**src/hdl/clcd_pkg.sv**
```systemverilog
// ----------------------------------------------------------------------------
// clcd_pkg
// Shared types and constants for the character-LCD cursor writer: request
// codes, controller bytes, register map and controller/datapath handshake.
// ----------------------------------------------------------------------------
`default_nettype none

package clcd_pkg;

  // Request codes
  localparam logic [1:0] REQ_PUT    = 2'd0;
  localparam logic [1:0] REQ_SETPOS = 2'd1;
  localparam logic [1:0] REQ_CLEAR  = 2'd2;
  localparam logic [1:0] REQ_HOME   = 2'd3;

  // Controller bytes and characters
  localparam logic [7:0] CMD_SET_ADDR = 8'h80;
  localparam logic [7:0] CMD_CLEAR    = 8'h01;
  localparam logic [7:0] CMD_HOME     = 8'h02;
  localparam logic [7:0] CHAR_SPACE   = 8'h20;
  localparam logic [7:0] CHAR_NEWLINE = 8'h0A;

  // Padding limit per newline
  localparam logic [5:0] PAD_CAP = 6'd40;

  // Register map (register index is paddr[2])
  localparam int unsigned APB_ADDR_W = 3;
  localparam int unsigned APB_DATA_W = 32;
  localparam logic REG_LINE_STRIDE   = 1'b0;
  localparam logic REG_VISIBLE_WIDTH = 1'b1;

  localparam logic [6:0] LINE_STRIDE_RST   = 7'd40;
  localparam logic [5:0] VISIBLE_WIDTH_RST = 6'd16;

  // Restoring divider: one quotient bit per cycle over the 8-bit cursor
  localparam int unsigned DIV_STEPS_W = 3;

  typedef enum logic [1:0] {
    ST_IDLE,
    ST_DIV,
    ST_PAD,
    ST_JUMP
  } state_e;

  // Which beat the datapath loads into the output register
  typedef enum logic [1:0] {
    EMIT_NONE,
    EMIT_DIRECT,
    EMIT_SPACE,
    EMIT_JUMP
  } emit_e;

  typedef struct packed {
    emit_e emit;
    logic  div_init;
    logic  div_step;
  } cmd_t;

  typedef struct packed {
    logic out_free;
    logic is_newline;
    logic div_last;
    logic pad_more;
  } status_t;

endpackage

`default_nettype wire

```
**src/hdl/char_lcd_cursor_writer_unit.sv**
```systemverilog
// ----------------------------------------------------------------------------
// char_lcd_cursor_writer_unit
// Character-LCD cursor writer: turns text requests into controller bytes and
// tracks a shadow cursor address.
// ----------------------------------------------------------------------------
//  channel   | direction | handshake                  | payload
//  ----------+-----------+----------------------------+-------------------------
//  request   | in        | in_valid_i / in_stall_o    | req_type, char_code,
//            |           |                            | line_sel, column
//  result    | out       | out_valid_o / out_stall_i  | reg_select, bus_byte,
//            |           |                            | last, cursor_address
//  config    | in        | APB psel/penable/pwrite    | line_stride @0,
//            |           |                            | visible_width @4
//
//  Put (non-newline), set position, clear and home: one beat each.
//  Newline: an accept step, the bit-serial column divider, one space beat
//  per padded column (0 to 40), a step to leave padding and then the
//  set-address beat.
//  A stalled output register holds the sequencer; requests wait until idle.
//  Reset clears the cursor to 0 and loads stride 40 and width 16.
// ----------------------------------------------------------------------------
`default_nettype none

module char_lcd_cursor_writer_unit
  import clcd_pkg::*;
(
  input  wire logic                  clk_i,
  input  wire logic                  rst_ni,
  // configuration port
  input  wire logic                  psel,
  input  wire logic                  penable,
  input  wire logic                  pwrite,
  input  wire logic [APB_ADDR_W-1:0] paddr,
  input  wire logic [APB_DATA_W-1:0] pwdata,
  output logic      [APB_DATA_W-1:0] prdata,
  output logic                       pready,
  // request channel
  input  wire logic                  in_valid_i,
  output logic                       in_stall_o,
  input  wire logic [1:0]            req_type_i,
  input  wire logic [7:0]            char_code_i,
  input  wire logic                  line_sel_i,
  input  wire logic [5:0]            column_i,
  // result channel
  output logic                       out_valid_o,
  input  wire logic                  out_stall_i,
  output logic                       reg_select_o,
  output logic      [7:0]            bus_byte_o,
  output logic                       last_o,
  output logic      [7:0]            cursor_address_o
);

  cmd_t    cmd;
  status_t status;

  clcd_ctrl u_ctrl (
    .clk_i      (clk_i),
    .rst_ni     (rst_ni),
    .in_valid_i (in_valid_i),
    .in_stall_o (in_stall_o),
    .status_i   (status),
    .cmd_o      (cmd)
  );

  clcd_dp u_dp (
    .clk_i            (clk_i),
    .rst_ni           (rst_ni),
    .psel             (psel),
    .penable          (penable),
    .pwrite           (pwrite),
    .paddr            (paddr),
    .pwdata           (pwdata),
    .prdata           (prdata),
    .pready           (pready),
    .req_type_i       (req_type_i),
    .char_code_i      (char_code_i),
    .line_sel_i       (line_sel_i),
    .column_i         (column_i),
    .out_valid_o      (out_valid_o),
    .out_stall_i      (out_stall_i),
    .reg_select_o     (reg_select_o),
    .bus_byte_o       (bus_byte_o),
    .last_o           (last_o),
    .cursor_address_o (cursor_address_o),
    .cmd_i            (cmd),
    .status_o         (status)
  );

  // Never load a beat over one that is still stalled
  a_no_overwrite: assert property (@(posedge clk_i) disable iff (!rst_ni)
    (cmd.emit != EMIT_NONE) |-> (!out_valid_o || !out_stall_i))
    else $error("beat loaded over a stalled beat");

  // Space beats only while padding is still owed
  a_space_in_range: assert property (@(posedge clk_i) disable iff (!rst_ni)
    (cmd.emit == EMIT_SPACE) |-> status.pad_more)
    else $error("space beat past the padding limit");

  // A single-beat request shows its final beat in the next cycle
  a_single_beat: assert property (@(posedge clk_i) disable iff (!rst_ni)
    (in_valid_i && !in_stall_o && !status.is_newline) |=> (out_valid_o && last_o))
    else $error("single-beat request did not produce a final beat");

  // Divider is busy only between an accepted newline and the padding
  a_div_after_init: assert property (@(posedge clk_i) disable iff (!rst_ni)
    cmd.div_init |=> (cmd.div_step && !out_valid_o || cmd.div_step && in_stall_o))
    else $error("divider did not start after a newline");

endmodule

`default_nettype wire

```
**src/hdl/clcd_ctrl.sv**
```systemverilog
// ----------------------------------------------------------------------------
// clcd_ctrl
// Request sequencer: takes requests, runs the column divide for a newline,
// paces the space padding and issues the final set-address command.
// ----------------------------------------------------------------------------
`default_nettype none

module clcd_ctrl
  import clcd_pkg::*;
(
  input  wire logic    clk_i,
  input  wire logic    rst_ni,
  input  wire logic    in_valid_i,
  output logic         in_stall_o,
  input  wire status_t status_i,
  output cmd_t         cmd_o
);

  state_e state_q, state_d;

  // Take a request only when idle and the output register can load a beat
  assign in_stall_o = !((state_q == ST_IDLE) && status_i.out_free);

  // Next state
  always_comb begin
    state_d = state_q;
    case (state_q)
      ST_IDLE: begin
        if (in_valid_i && status_i.out_free && status_i.is_newline) state_d = ST_DIV;
      end
      ST_DIV: begin
        if (status_i.div_last) state_d = ST_PAD;
      end
      ST_PAD: begin
        if (!status_i.pad_more) state_d = ST_JUMP;
      end
      ST_JUMP: begin
        if (status_i.out_free) state_d = ST_IDLE;
      end
      default: state_d = ST_IDLE;
    endcase
  end

  // Commands to the datapath
  always_comb begin
    cmd_o = '{emit: EMIT_NONE, div_init: 1'b0, div_step: 1'b0};
    case (state_q)
      ST_IDLE: begin
        if (in_valid_i && status_i.out_free) begin
          if (status_i.is_newline) cmd_o.div_init = 1'b1;
          else                     cmd_o.emit     = EMIT_DIRECT;
        end
      end
      ST_DIV: begin
        cmd_o.div_step = 1'b1;
      end
      ST_PAD: begin
        if (status_i.pad_more && status_i.out_free) cmd_o.emit = EMIT_SPACE;
      end
      ST_JUMP: begin
        if (status_i.out_free) cmd_o.emit = EMIT_JUMP;
      end
      default: ;
    endcase
  end

  always_ff @(posedge clk_i or negedge rst_ni) begin
    if (!rst_ni) begin
      state_q <= ST_IDLE;
    end else begin
      state_q <= state_d;
    end
  end

endmodule

`default_nettype wire

```
**src/hdl/clcd_dp.sv**
```systemverilog
// ----------------------------------------------------------------------------
// clcd_dp
// Datapath: configuration registers, shadow cursor, restoring divider that
// doubles as the column counter, pad counter and the output register.
// ----------------------------------------------------------------------------
`default_nettype none

module clcd_dp
  import clcd_pkg::*;
(
  input  wire logic                  clk_i,
  input  wire logic                  rst_ni,
  // configuration port
  input  wire logic                  psel,
  input  wire logic                  penable,
  input  wire logic                  pwrite,
  input  wire logic [APB_ADDR_W-1:0] paddr,
  input  wire logic [APB_DATA_W-1:0] pwdata,
  output logic      [APB_DATA_W-1:0] prdata,
  output logic                       pready,
  // request fields
  input  wire logic [1:0]            req_type_i,
  input  wire logic [7:0]            char_code_i,
  input  wire logic                  line_sel_i,
  input  wire logic [5:0]            column_i,
  // result channel
  output logic                       out_valid_o,
  input  wire logic                  out_stall_i,
  output logic                       reg_select_o,
  output logic      [7:0]            bus_byte_o,
  output logic                       last_o,
  output logic      [7:0]            cursor_address_o,
  // controller link
  input  wire cmd_t                  cmd_i,
  output status_t                    status_o
);

  logic [6:0] stride_q;
  logic [5:0] width_q;
  logic [7:0] cursor_q, cursor_d;
  logic [7:0] col_q, col_d;            // remainder during divide, column after
  logic [7:0] dividend_q, dividend_d;
  logic [DIV_STEPS_W-1:0] div_cnt_q, div_cnt_d;
  logic [5:0] pad_cnt_q, pad_cnt_d;
  logic       out_valid_q;
  logic       rs_q, rs_d;
  logic [7:0] byte_q, byte_d;
  logic       last_q, last_d;

  logic [6:0] stride_eff;
  logic [5:0] vis_eff;
  logic [7:0] rem_sh;
  logic [7:0] setpos_addr;
  logic [6:0] jump_addr;
  logic [7:0] col_inc;
  logic       cfg_write;

  // Configuration registers
  assign pready    = 1'b1;
  assign cfg_write = psel && penable && pwrite;

  always_ff @(posedge clk_i or negedge rst_ni) begin
    if (!rst_ni) begin
      stride_q <= LINE_STRIDE_RST;
      width_q  <= VISIBLE_WIDTH_RST;
    end else if (cfg_write) begin
      if (paddr[2] == REG_LINE_STRIDE) stride_q <= pwdata[6:0];
      else                             width_q  <= pwdata[5:0];
    end
  end

  always_comb begin
    if (paddr[2] == REG_VISIBLE_WIDTH) prdata = {{(APB_DATA_W-6){1'b0}}, width_q};
    else                               prdata = {{(APB_DATA_W-7){1'b0}}, stride_q};
  end

  // Effective stride and padding width
  assign stride_eff = (stride_q == 7'd0) ? 7'd1 : stride_q;
  assign vis_eff    = (width_q > PAD_CAP) ? PAD_CAP : width_q;

  // Divider step, set-position address, newline jump target, column advance
  assign rem_sh      = {col_q[6:0], dividend_q[7]};
  assign setpos_addr = (line_sel_i ? {1'b0, stride_eff} : 8'd0) + {2'b00, column_i};
  assign jump_addr   = (cursor_q < {1'b0, stride_eff}) ? stride_eff : 7'd0;
  assign col_inc     = col_q + 8'd1;

  // Status to the controller
  assign status_o.out_free   = !out_valid_q || !out_stall_i;
  assign status_o.is_newline = (req_type_i == REQ_PUT) && (char_code_i == CHAR_NEWLINE);
  assign status_o.div_last   = (div_cnt_q == {DIV_STEPS_W{1'b1}});
  assign status_o.pad_more   = (col_q < {2'b00, vis_eff}) && (pad_cnt_q < PAD_CAP);

  // Cursor, divider, counters and next output beat
  always_comb begin
    cursor_d   = cursor_q;
    col_d      = col_q;
    dividend_d = dividend_q;
    div_cnt_d  = div_cnt_q;
    pad_cnt_d  = pad_cnt_q;
    rs_d       = rs_q;
    byte_d     = byte_q;
    last_d     = last_q;

    if (cmd_i.div_init) begin
      col_d      = 8'd0;
      dividend_d = cursor_q;
      div_cnt_d  = '0;
      pad_cnt_d  = 6'd0;
    end

    if (cmd_i.div_step) begin
      col_d      = (rem_sh >= {1'b0, stride_eff}) ? rem_sh - {1'b0, stride_eff} : rem_sh;
      dividend_d = {dividend_q[6:0], 1'b0};
      div_cnt_d  = div_cnt_q + 1'b1;
    end

    case (cmd_i.emit)
      EMIT_DIRECT: begin
        last_d = 1'b1;
        case (req_type_i)
          REQ_PUT: begin
            rs_d     = 1'b1;
            byte_d   = char_code_i;
            cursor_d = cursor_q + 8'd1;
          end
          REQ_SETPOS: begin
            rs_d     = 1'b0;
            byte_d   = CMD_SET_ADDR | {1'b0, setpos_addr[6:0]};
            cursor_d = {1'b0, setpos_addr[6:0]};
          end
          REQ_CLEAR: begin
            rs_d     = 1'b0;
            byte_d   = CMD_CLEAR;
            cursor_d = 8'd0;
          end
          default: begin
            rs_d     = 1'b0;
            byte_d   = CMD_HOME;
            cursor_d = 8'd0;
          end
        endcase
      end
      EMIT_SPACE: begin
        rs_d      = 1'b1;
        byte_d    = CHAR_SPACE;
        last_d    = 1'b0;
        cursor_d  = cursor_q + 8'd1;
        pad_cnt_d = pad_cnt_q + 6'd1;
        // column restarts on a line boundary or when the cursor wraps
        if (cursor_q == 8'hFF || col_inc == {1'b0, stride_eff}) col_d = 8'd0;
        else                                                    col_d = col_inc;
      end
      EMIT_JUMP: begin
        rs_d     = 1'b0;
        byte_d   = CMD_SET_ADDR | {1'b0, jump_addr};
        last_d   = 1'b1;
        cursor_d = {1'b0, jump_addr};
      end
      default: ;
    endcase
  end

  // Control state
  always_ff @(posedge clk_i or negedge rst_ni) begin
    if (!rst_ni) begin
      cursor_q    <= 8'd0;
      div_cnt_q   <= '0;
      pad_cnt_q   <= 6'd0;
      out_valid_q <= 1'b0;
    end else begin
      cursor_q  <= cursor_d;
      div_cnt_q <= div_cnt_d;
      pad_cnt_q <= pad_cnt_d;
      if (cmd_i.emit != EMIT_NONE) out_valid_q <= 1'b1;
      else if (!out_stall_i)       out_valid_q <= 1'b0;
    end
  end

  // Payload and divider registers
  always_ff @(posedge clk_i) begin
    col_q      <= col_d;
    dividend_q <= dividend_d;
    rs_q       <= rs_d;
    byte_q     <= byte_d;
    last_q     <= last_d;
  end

  assign out_valid_o      = out_valid_q;
  assign reg_select_o     = rs_q;
  assign bus_byte_o       = byte_q;
  assign last_o           = last_q;
  assign cursor_address_o = cursor_q;

endmodule

`default_nettype wire

```
**config.mk**
```make
export PLATFORM = sky130hd
export DESIGN_NAME = char_lcd_cursor_writer_unit
export DESIGN_NICKNAME = d
export VERILOG_FILES = /design/src/hdl/clcd_pkg.sv /design/src/hdl/char_lcd_cursor_writer_unit.sv /design/src/hdl/clcd_ctrl.sv /design/src/hdl/clcd_dp.sv
export SDC_FILE = /design/constraint.sdc
export NUM_CORES = 1
export LEC_CHECK = 0
export BUFFER_PORTS_ARGS = -buffer_cell sky130_fd_sc_hd__buf_2
export CAP_MARGIN = 40
export CORE_UTILIZATION = 45
export DETAILED_ROUTE_END_ITERATION = 8
export PLACE_DENSITY_LB_ADDON = 0.08
export SYNTH_ARGS = -nofsm -noshare
export SYNTH_HDL_FRONTEND = slang
export SYNTH_HIERARCHICAL = 1
export SYNTH_SLANG_ARGS = --single-unit
```
**constraint.sdc**
```tcl
create_clock -name clk_i -period 4.8 [get_ports clk_i]
set_clock_uncertainty 0.15 [all_clocks]
set_input_delay 0.72 -clock clk_i [delete_from_list [all_inputs] [get_ports clk_i]]
set_output_delay 0.72 -clock clk_i [all_outputs]
set_load 0.01 [all_outputs]
```
* Word level (Yosys, flattened, before mapping)
Cells that the tools add are included.
Word-level totals: bits in registers 59, output and inout port bits 53, bits of input ports 59, word-level logic and storage cells 106
Operators by class: bitwise logic cells 1, reduce and logical (&&, ||, !) cells 26, add/subtract/negate cells 6, equal/unequal tests 17, mux-type cells 38, $lt $le $gt $ge 5
Operator list (number):
- 8-bit case mux with 3 select lines | 3
- 8-bit 2-to-1 mux | 7
- 7-bit 2-to-1 mux | 4
- 6-bit 2-to-1 mux | 3
- 8-bit by 1-bit adder with 8-bit output (second input constant) | 2
- 8-bit case mux with 2 select lines | 1
- 2-bit 2-to-1 mux | 7
- 2-bit equality test (second input constant) | 5
- 8-bit by 4-bit equality test with 1-bit output (second input constant) | 1
- 8-bit by 7-bit equality test with 1-bit output | 1
- 8-bit equality test (second input constant) | 1
- 8-bit by 7-bit >= comparator with 1-bit output | 1
- 1-bit logical AND | 8
- 8-bit by 6-bit less-than comparator with 1-bit output | 1
- 8-bit by 7-bit less-than comparator with 1-bit output | 1
- 2-bit case mux with 4 select lines | 1
- 2-bit nonzero test | 4
- 8-bit by 7-bit subtractor with 8-bit output | 1
- 7-bit by 6-bit adder with 7-bit output | 1
- 7-bit logical NOT | 1
- 1-bit 2-to-1 mux | 7
- 6-bit by 1-bit adder with 6-bit output (second input constant) | 1
- 2-bit by 1-bit equality test with 1-bit output (second input constant) | 3
- 6-bit greater-than comparator (second input constant) | 1
- 17 further kinds | 27

* Depth between registers and ports, before layout
Gate-level depths: netlist of the first run.
depth after elaboration 10, depth in mapped cells 18, gate-level depth less buffers 16

* Cells and area by module
Netlist of the first run, hierarchy kept.
By module, submodules not included:
- clcd_dp | cells an instance 452, instances 1, area an instance 4215.3 um2
- clcd_ctrl | cells an instance 26, instances 1, area an instance 241.5 um2

* Worst setup path after synthesis of the first run
Ideal clock, no wire load.
path type register to register, start point reg u_dp.width_q[2], end point reg u_dp.cursor_q[3], in the netlist u_dp/cursor_address_o[3], stages on the path, launching flop included 18, required time 4.524 ns, setup slack 1.068 ns, clock period less this slack 3.732 ns, buffers on the path 2, data arrival time 3.456 ns, path through dfrtp_1 -> o31a_1 -> o21ai_1 -> nand2_1 -> ha_1 -> a21o_1 -> a2111oi_0 -> or3_1 -> and2_1 -> nor2_1 -> nor2_1 -> clkbuf_1 -> or2_2 -> clkbuf_1 -> nand2_1 -> xnor2_1 -> a32oi_1 -> o21ai_1
RTL lines:
- start: declaration | line clcd_dp.sv:39 | logic [5:0] width_q;
- start signal: assignment | line clcd_dp.sv:68 | else width_q <= pwdata[5:0];
- end signal: assignment | line clcd_dp.sv:171 | cursor_q <= cursor_d;
- end: declaration | line clcd_dp.sv:40 | logic [7:0] cursor_q, cursor_d;

==> summary.md, run 1 <==
| Metric | Value |
|---|---|
| Cell Count, Final, Fillers Out | 668 |
| Startpoint types | flip-flop |
| Final period util | 80.7% |
| Share of cells above drive strength 1 | 20.0% |
| NumNets Final | 629 |
| Antenna-violating nets left | 0 |
| Total core area | 9420 um^2 |
| Vias per cell | 5.46 |
| # IOs | 112 |
| Clock Root Buffer | clkbuf_8 |
| Global Route Usage Sum | 22.9% |
| Slowest cell on crit path | dfrtp_1 |
| Final Max Slew Viols | 0 |
| RD Place Congestion | 0.891 |
| Hold Buf Count CTS | 0 |
| Post-route minimum period | 3.87 ns |
| DRC Markers | 0 |
| Final core occ | 52.8% |
| Outcome | completed |
| Crit path cell chain | o31a_1, o21ai_1, nand2_1, ha_1, a21o_1, a2111oi_0, or3_1, and2_1, nor2_1, nor2_1, buf_4, nand2b_1, nand2_1, a211o_1, o21ai_1 |
| Yosys reg bits | 59 |
| Overflow after GRT | 0 |
| Die height | 102 um |
| Rel. slew slack | 49.5% |
| Clock Path Buffers | 2 |
| Vias | 3648 |
| Post-synthesis async set-or-reset flop share | 55.9% |
| Final hold violations | 0 |
| Top-count cell post-synth | nand2_1 |
| Average size of a mapped cell | 9.32 um^2 |
| Register area share after synthesis | 35.9% |
| CTS tree | done |
| # Post-CTS Setup Buffers | 0 |
| # fillers | 867 |
| H-tree levels | 3 |
| Mapped Area | 4460 um^2 |
| Synthesis Warnings | 6 |
| Global-route wire length before repair | 17800 um |
| Total wire length | 11100 um |
| Power per cell area | 655 nW/um^2 |
| Hold WS | 0.283 ns |
| Cts bufs inserted | 9 |
| Placed Cells | 652 |
| Setup violators final | 0 |
| Worst path required time | 4.75 ns |
| # clock sinks | 59 |
| HP Class | input pin to asynchronous set/reset pin |
| Count of different cell masters after synthesis | 66 |
| Dpl hpwl | 8210 um |
| Total Power | 3.26 mW |
| Synth Flop Type | dfrtp_1 |
| Die area | 10300 um^2 |
| Initial antenna violation count | 0 |
| LEAKAGE | 2.22 nW |
| Slew @ Worst Pin | 0.758 ns |
| Unrepaired setup endpoints after global routing | no |
| Chip width | 102 um |
| FMAX | 258 MHz |
| Inserted Diodes | 0 |
| Drt wl/cell | 16.6 um |
| Critical path fanouts, max | 19 |
| Top post-synthesis cells by count | nand2_1, nor2_1, ha_1, o21ai_0, dfrtp_1 |
| TNS Setup | 0 ns |
| Top post-synthesis cells by area | dfrtp_1, edfxtp_1, ha_1, buf_4, nand2_1 |
| Share of the synthesized area in the top cell type | 16.8% |
| EDFF count, synth | 25 |
| Slowest stage delay, CP | 0.42 ns |
| Initial core utilization | 47.3% |
| DRT Pass-1 Iters | 5 |
| Maximum Capacitance Violations | 0 |
| Initial drt markers | 192 |
| CP Data Arrival Time | 3.82 ns |
| Critical path capture point type | flip-flop |
| # resized after CTS | 0 |
| Largest area contributor in the netlist | dfrtp_1 |
| PortBufs | 58 |
| Clock transition at path regs | 0.08 ns |
| Synth Instances | 478 |
| Clk_lat worst skew | 0.35 ns |
| Vias in the first global route | 3471 |
| Row count | 35 |
| Largest net degree at the start of global routing | 34 |
| Area Overhead vs Synth | 11.6% |
| Worst IR Drop VDD | 0.223 mV |
| Critical path class | flip-flop to flip-flop |
==> placed cells by master, fill, tap and decap left out, types with 9 or more instances in the layout <==
cell type and n:
and2_1 9, nand2_1 48, o22ai_1 9, a21oi_1 25
xor2_1 9, buf_2 58, mux2_2 15, ha_1 34
inv_1 21, nand3_1 9, a21o_1 9, nor2_1 37
conb_1 26, dfrtp_1 30, clkbuf_8 10, edfxtp_1 25
o21ai_0 33, xnor2_1 11
==> final timing paths <==
check                                       start  slack, ns                end  cells past startpoint
worst max-delay path              u_dp/width_q[2]       0.93      u_dp/col_q[6]                     15
worst min-delay path                       rst_ni       0.28   u_dp/out_valid_o                      1
worst max register to register    u_dp/width_q[2]       0.93      u_dp/col_q[6]                     15
worst min register to register  u_dp/div_cnt_q[1]       0.36  u_dp/div_cnt_q[1]                      1
max in group asynchronous                  rst_ni       3.72   u_dp/stride_q[2]                      1
min in group clk_i              u_dp/div_cnt_q[1]       0.36  u_dp/div_cnt_q[1]                      1
==> worst max-delay path: cells and delay by family, from the launching register on <==
| family | cells | cell delay [ns] |
|---|---|---|
| compound gates | 6 | 1.24 |
| fa+ha+maj | 1 | 0.27 |
| buf+inv | 1 | 0.22 |
| flops | 1 | 0.42 |
| simple gates | 7 | 1.31 |
==> cell type report <==
type / count / area [um^2] / area share, %
clock buffers: 12 / 166 / 3.35
clock inverters: 4 / 30.0 / 0.604
inverters: 23 / 86.3 / 1.74
multi-input cells: 378 / 2600 / 52.3
flip-flops and latches: 59 / 1600 / 32.2
well taps: 129 / 161 / 3.25
repair buffers: 63 / 328 / 6.59
==> where the power goes <==
| part | total (mW) | leakage (nW) | internal, mW | switching, mW |
|---|---|---|---|---|
| Sequential | 1.05 | 0.654 | 0.804 | 0.244 |
| Clock | 0.454 | 0.0947 | 0.235 | 0.219 |
| Combinational | 1.76 | 1.47 | 0.754 | 1.00 |
| Total | 3.26 | 2.22 | 1.79 | 1.46 |
==> state kept, by name, summed over array words and instances (netlist names), 2 cells and up <==
register and cells:
u_dp/bus_byte_o 8, u_dp/col_q 8, u_dp/cursor_address_o 8, u_dp/dividend_q 8
u_dp/stride_q 7, u_dp/pad_cnt_q 6, u_dp/width_q 6, u_dp/div_cnt_q 3
u_ctrl/state_q 2
==> layer usage <==
layer	global-route usage (%)	share of wire (%)	wire length, um
met4	8.92	1.8	197
met2	36.7	47	5210
met5	0	0	0
met3	4.07	4.6	513
met1	30.8	47	5160
==> kinds of logic after synthesis <==
logic type                 Yosys count  synth area share [%]
buffers and inverters               65                  7.78
DFF                                 59                  35.9
muxes                               20                  4.94
other                                2                 0.169
xor gates and xnor gates            23                  5.45
AOI/OAI and AO/OA                  126                  18.9
and+or+nand+nor                    147                  16.5
adders and majority gates           36                  10.4
==> stage by stage <==
| step | instance area [um^2] | setup slack [ns] |
|---|---|---|
| after floorplan | 4550 | 1.07 |
| after global placement | 4780 | 0.964 |
| after detailed placement | 4780 | 0.946 |
| after CTS | 4970 | 0.917 |
| after global routing | 4970 | 0.654 |
| final | 4970 | 0.929 |
Power figures use the tool's default switching activity.
==> inputs of run 2 (changes only) <==
==> constraint.sdc (replaced) <==
create_clock -name clk_i -period 4 [get_ports clk_i]
set_clock_uncertainty 0.15 [all_clocks]
set_input_delay 0.6 -clock clk_i [delete_from_list [all_inputs] [get_ports clk_i]]
set_output_delay 0.6 -clock clk_i [all_outputs]
set_load 0.01 [all_outputs]
==> summary.md, run 2 (same netlist as run 1, synthesis figures left out) <==
| Metric | Value |
|---|---|
| Worst path required time | 4.06 ns (-0.69 ns) |
| Vias per cell | 5.50 (+0.73%) |
| Die height | 102 um (unchanged) |
| CTS tree | done |
| PortBufs | 58 (unchanged) |
| Commonest non-fill, non-tap cell in the layout | buf_2 |
| DRC Markers | 0 (unchanged) |
| # IOs | 112 (unchanged) |
| Inserted Diodes | 0 (unchanged) |
| Vias in the first global route | 3542 (+2.0%) |
| Clock Path Buffers | 2 (unchanged) |
| LEAKAGE | 2.28 nW (+2.5%) |
| Outcome | completed |
| Cts bufs inserted | 9 (unchanged) |
| Worst IR Drop VDD | 0.503 mV (+130%) |
| Power per cell area | 786 nW/um^2 (+20%) |
| Total wire length | 11400 um (+3.0%) |
| Maximum Capacitance Violations | 0 (unchanged) |
| Global Route Usage Sum | 23.6% (+0.69 points) |
| Critical path class | flip-flop to flip-flop |
| Global-route wire length before repair | 18400 um (+3.5%) |
| Final hold violations | 0 (unchanged) |
| H-tree levels | 3 (unchanged) |
| Met3 wire length | 530 um (+3.3%) |
| Rel. slew slack | 46.3% (-3.2 points) |
| # clock sinks | 59 (unchanged) |
| Met2 WL | 5310 um (+1.9%) |
| Placed Cells | 663 (+1.7%) |
| Vias | 3735 (+2.4%) |
| Chip width | 102 um (unchanged) |
| Area Overhead vs Synth | 13.5% |
| Footprint of the multi-input gates | 2610 um^2 (+0.39%) |
| Initial core utilization | 47.3% (unchanged) |
| Final Max Slew Viols | 0 (unchanged) |
| Clock Root Buffer | clkbuf_8 |
| Dpl hpwl | 8500 um (+3.5%) |
| DRT Pass-1 Iters | 5 (unchanged) |
| Initial antenna violation count | 0 (unchanged) |
| Top sig layer | met4 |
| Final period util | 92.2% (+12 points) |
| RD Place Congestion | 0.872 (-2.1%) |
| Clock transition at path regs | 0.08 ns (about the same) |
| Register area | 1600 um^2 (unchanged) |
| Initial drt markers | 153 (-20%) |
| Largest net degree at the start of global routing | 34 (unchanged) |
| Most frequent cells in the layout | buf_2, nand2_1, nor2_1 |
| Slew @ Worst Pin | 0.803 ns (+0.0456 ns) |
| Startpoint types | flip-flop |
| Critical path capture point type | flip-flop |
| NumNets Final | 640 (+1.7%) |
| Row count | 35 (unchanged) |
| Setup violators final | 0 (unchanged) |
| Unrepaired setup endpoints after global routing | no |
| Critical path fanouts, max | 9 (-10) |
| HP Class | input pin to asynchronous set/reset pin |
| Antenna-violating nets left | 0 (unchanged) |
| TNS Setup | 0 ns (unchanged) |
| Overflow after GRT | 0 (unchanged) |
| Hold Buf Count CTS | 0 (unchanged) |
| CP Data Arrival Time | 3.75 ns (-0.07 ns) |
| Die area | 10300 um^2 (unchanged) |
| Cell Count, Final, Fillers Out | 679 (+1.6%) |
| Routed length on met1 | 5470 um (+6.0%) |
| Share of cells above drive strength 1 | 22.0% (+2.0 points) |
| FMAX | 271 MHz (+5.0%) |
| Drt wl/cell | 16.8 um (+1.4%) |
| Clk_lat worst skew | 0.34 ns (about the same) |
| # fillers | 880 (+1.5%) |
| Total core area | 9420 um^2 (unchanged) |
| Post-route minimum period | 3.69 ns (-0.185 ns) |
## run 2: cell types whose count changed in the layout (fill, tap and decap cells not counted), sizes merged
| cell | delta |
|---|---|
| buf | +11 |
| clkinv | +3 |
| clkbuf | -1 |
| clkinvlp | -1 |
| inv | -1 |
## run 2: power breakdown
group	switching (mW)	internal [mW]
Sequential	0.243	0.965
Clock	0.261	0.264
Combinational	1.28	0.962
Total	1.79	2.19
## run 2: routing by layer
layer | GRT usage [%] | up-vias
li1 | - | 1810
met1 | 33.0 | 1794
met2 | 37.7 | 121
met3 | 3.86 | 10
met4 | 6.91 | 0
met5 | 0 | -
## run 2: metrics by stage
step | worst slack [ns] | cell area, um^2 | hold slack, ns | total power, mW | utilization, %
after floorplan | 0.268 | 4550 | 0.154 | 2.77 | -
after global placement | 0.296 | 4860 | 0.327 | 3.38 | 51.6
after detailed placement | 0.282 | 4860 | 0.335 | 3.42 | 51.6
after CTS | 0.225 | 5050 | 0.194 | 3.96 | 53.6
after global routing | 0.0649 | 5060 | 0.236 | 4.32 | 53.7
final | 0.313 | 5060 | 0.176 | 3.98 | 53.7
## run 2: path summary, 6_finish.rpt
path / startpoint / endpoint / slack, ns / cells after the start
worst max-delay path: u_dp/width_q[1] / u_dp/cursor_address_o[0] / 0.31 / 18
worst min-delay path: rst_ni / u_dp/out_valid_o / 0.18 / 1
worst max register to register: u_dp/width_q[1] / u_dp/cursor_address_o[0] / 0.31 / 18
worst min register to register: u_dp/dividend_q[0] / u_dp/dividend_q[0] / 0.35 / 2
max in group asynchronous: rst_ni / u_dp/stride_q[4] / 3.00 / 1
min in group clk_i: pwdata[6] / u_dp/stride_q[6] / 0.35 / 2
## run 2: area by class of cell
type	instances	share of cell area [%]
Clock inverter	5	0.717
Clock buffer	11	3.02
Multi-Input combinational cell	378	51.6
Sequential cell	59	31.6
Timing Repair Buffer	74	8.11
Tap cell	129	3.19
Inverter	23	1.71
## run 2: critical path: stages, from the launching register on
cell and delay (ns):
dfrtp_1 0.42, o31a_1 0.29, o21ai_1 0.19, nand2_1 0.09, ha_1 0.28, a21o_1 0.18
a2111oi_2 0.34, or3_1 0.19, and2_1 0.20, nor2_1 0.05, nor2_1 0.15, buf_4 0.20
buf_4 0.17, or3_1 0.21, a21oi_1 0.10, a21oi_1 0.13, nand2_1 0.06, o21ai_0 0.07
o21ai_1 0.08
## run 2: repair_timing
item	CTS	global route
gates resized for setup	0	4
endpoints found under the setup margin	0	19
buffers inserted	0	0
==> inputs of run 3 (changes only) <==
--- a/config.mk
+++ b/config.mk
@@ -10,6 +10,7 @@
 export CORE_UTILIZATION = 45
 export DETAILED_ROUTE_END_ITERATION = 8
 export PLACE_DENSITY_LB_ADDON = 0.08
+export SLEW_MARGIN = 20
 export SYNTH_ARGS = -nofsm -noshare
 export SYNTH_HDL_FRONTEND = slang
 export SYNTH_HIERARCHICAL = 1
==> constraint.sdc (replaced) <==
create_clock -name clk_i -period 3.9 [get_ports clk_i]
set_clock_uncertainty 0.15 [all_clocks]
set_input_delay 0.585 -clock clk_i [delete_from_list [all_inputs] [get_ports clk_i]]
set_output_delay 0.585 -clock clk_i [all_outputs]
set_load 0.01 [all_outputs]
==> summary.md, run 3 (same netlist as run 1, synthesis figures left out) <==
| Metric | Value |
|---|---|
| Vias in the first global route | 3579 (+1.0%) |
| Unrepaired setup endpoints after global routing | no |
| Clock Path Buffers | 2 (unchanged) |
| Total wire length | 11300 um (-1.2%) |
| Vias | 3744 (+0.24%) |
| Clock Root Buffer | clkbuf_8 |
| HP Class | input pin to flip-flop |
| Critical path capture point type | flip-flop |
| FMAX | 277 MHz (+2.0%) |
| RD Place Congestion | 0.871 (-0.17%) |
| Commonest non-fill, non-tap cell in the layout | buf_2 |
| Maximum Capacitance Violations | 0 (unchanged) |
| Register area | 1600 um^2 (unchanged) |
| Startpoint types | flip-flop |
| NumNets Final | 647 (+1.1%) |
| # clock sinks | 59 (unchanged) |
| Chip width | 102 um (unchanged) |
| Cts bufs inserted | 9 (unchanged) |
| Initial core utilization | 47.3% (unchanged) |
| Global-route wire length before repair | 18100 um (-1.5%) |
| Total core area | 9420 um^2 (unchanged) |
| Post-route minimum period | 3.62 ns (-0.0714 ns) |
| Final hold violations | 0 (unchanged) |
| Worst path required time | 3.84 ns (-0.22 ns) |
| LEAKAGE | 2.32 nW (+1.7%) |
| CTS tree | done |
| Clock transition at path regs | 0.07 ns (about the same) |
| Initial drt markers | 268 (+75%) |
| Global Route Usage Sum | 23.6% (-0.082 points) |
| DRT Pass-1 Iters | 5 (unchanged) |
| Final Max Slew Viols | 0 (unchanged) |
| Clk_lat worst skew | 0.35 ns (about the same) |
| Setup violators final | 0 (unchanged) |
| Initial antenna violation count | 0 (unchanged) |
| Critical path class | flip-flop to flip-flop |
| Final WS setup | 0.285 ns (-0.0286 ns) |
| Dpl hpwl | 8580 um (+0.87%) |
| Outcome | completed |
| Largest net degree at the start of global routing | 34 (unchanged) |
| Footprint of the multi-input gates | 2600 um^2 (-0.38%) |
| Overflow after GRT | 0 (unchanged) |
| DRC Markers | 0 (unchanged) |
| Die area | 10300 um^2 (unchanged) |
| Critical path fanouts, max | 16 (+7) |
| Area Overhead vs Synth | 15.2% |
| Vias per cell | 5.46 (-0.78%) |
| Most frequent cells in the layout | buf_2, nand2_1, nor2_1 |
| Inserted Diodes | 0 (unchanged) |
| Power per cell area | 802 nW/um^2 (+1.9%) |
| Slew @ Worst Pin | 0.742 ns (-0.0608 ns) |
| Worst IR Drop VDD | 0.366 mV (-27%) |
| DP Worst Slack | 0.338 ns (+0.0562 ns) |
| PortBufs | 58 (unchanged) |
| TNS Setup | 0 ns (unchanged) |
| # fillers | 872 (-0.91%) |
| # resized after CTS | 0 (unchanged) |
| # IOs | 112 (unchanged) |
| Final period util | 92.7% (+0.53 points) |
| CP Data Arrival Time | 3.55 ns (-0.20 ns) |
| Die height | 102 um (unchanged) |
| Share of cells above drive strength 1 | 22.4% (+0.44 points) |
| Antenna-violating nets left | 0 (unchanged) |
| H-tree levels | 3 (unchanged) |
| Rel. slew slack | 50.3% (+4.1 points) |
| Row count | 35 (unchanged) |
| Drt wl/cell | 16.4 um (-2.3%) |
run 3: cell count changes in the layout (fill, tap and decap cells not counted), sizes merged:
cell	change
clkbuf	-2
bufinv	+1
clkinvlp	+1
dlygate4sd3	+1
buf	+6
clkinv	-1
inv	+1
run 3: metal layers:
metal,track usage [%],routed length [um]
met1,31.5,5310
met2,37.8,5120
met3,4.55,592
met4,8.81,253
met5,0,0
run 3: area by class of cell:
class / instances / share of cell area, %
repair buffers: 81 / 9.46
clock inverters: 7 / 1.46
multi-input cells: 378 / 50.7
flip-flops and latches: 59 / 31.2
clock buffers: 9 / 2.41
inverters: 23 / 1.68
well taps: 129 / 3.14
run 3: worst paths after layout:
| kind | slack [ns] | end | cells past startpoint | start |
|---|---|---|---|---|
| setup / recovery | 0.28 | u_dp/bus_byte_o[6] | 14 | u_dp/width_q[2] |
| hold / removal | 0.32 | u_dp/stride_q[6] | 2 | pwdata[6] |
| setup reg to reg | 0.28 | u_dp/bus_byte_o[6] | 14 | u_dp/width_q[2] |
| hold reg to reg | 0.36 | u_dp/dividend_q[0] | 2 | u_dp/dividend_q[0] |
| max in group asynchronous | 2.60 | u_dp/stride_q[5] | 3 | rst_ni |
| min in group asynchronous | 0.49 | u_dp/out_valid_o | 2 | rst_ni |
run 3: timing repair:
item | CTS | global route
setup buffers | 0 | 0
hold buffers | 0 | 1
endpoints found under the hold margin | 0 | 9
endpoints found under the setup margin | 0 | 0
run 3: through the flow:
stage / hold WS [ns] / power [mW] / utilization [%] / instance area, um^2 / instances
5_1_grt: 0.306 / 4.47 / 54.5 / 5130 / 686
4_1_cts: 0.171 / 4.11 / 54.1 / 5090 / 684
6_report: 0.317 / 4.11 / 54.5 / 5130 / 686
3_3_place_gp: 0.326 / 3.49 / 52.0 / 4900 / 668
2_1_floorplan: 0.139 / 2.84 / - / 4550 / 502
3_5_place_dp: 0.334 / 3.53 / 52.0 / 4900 / 668
run 3: report_power, final:
group | leakage (nW) | switching (mW) | total, mW | internal, mW
combinational | 1.57 | 1.32 | 2.32 | 1.00
sequential | 0.654 | 0.235 | 1.22 | 0.990
clock | 0.0939 | 0.269 | 0.567 | 0.298
run 3: worst max-delay path: stages (launching register included):
cell	delay [ns]
dfrtp_1	0.41
o31a_1	0.30
o21ai_1	0.19
nand2_1	0.09
ha_1	0.28
a21o_1	0.11
a2111oi_0	0.08
or3_1	0.41
and2_1	0.20
nor2_1	0.09
nor2_1	0.05
buf_4	0.19
and2_1	0.24
and2_1	0.20
a221o_1	0.35
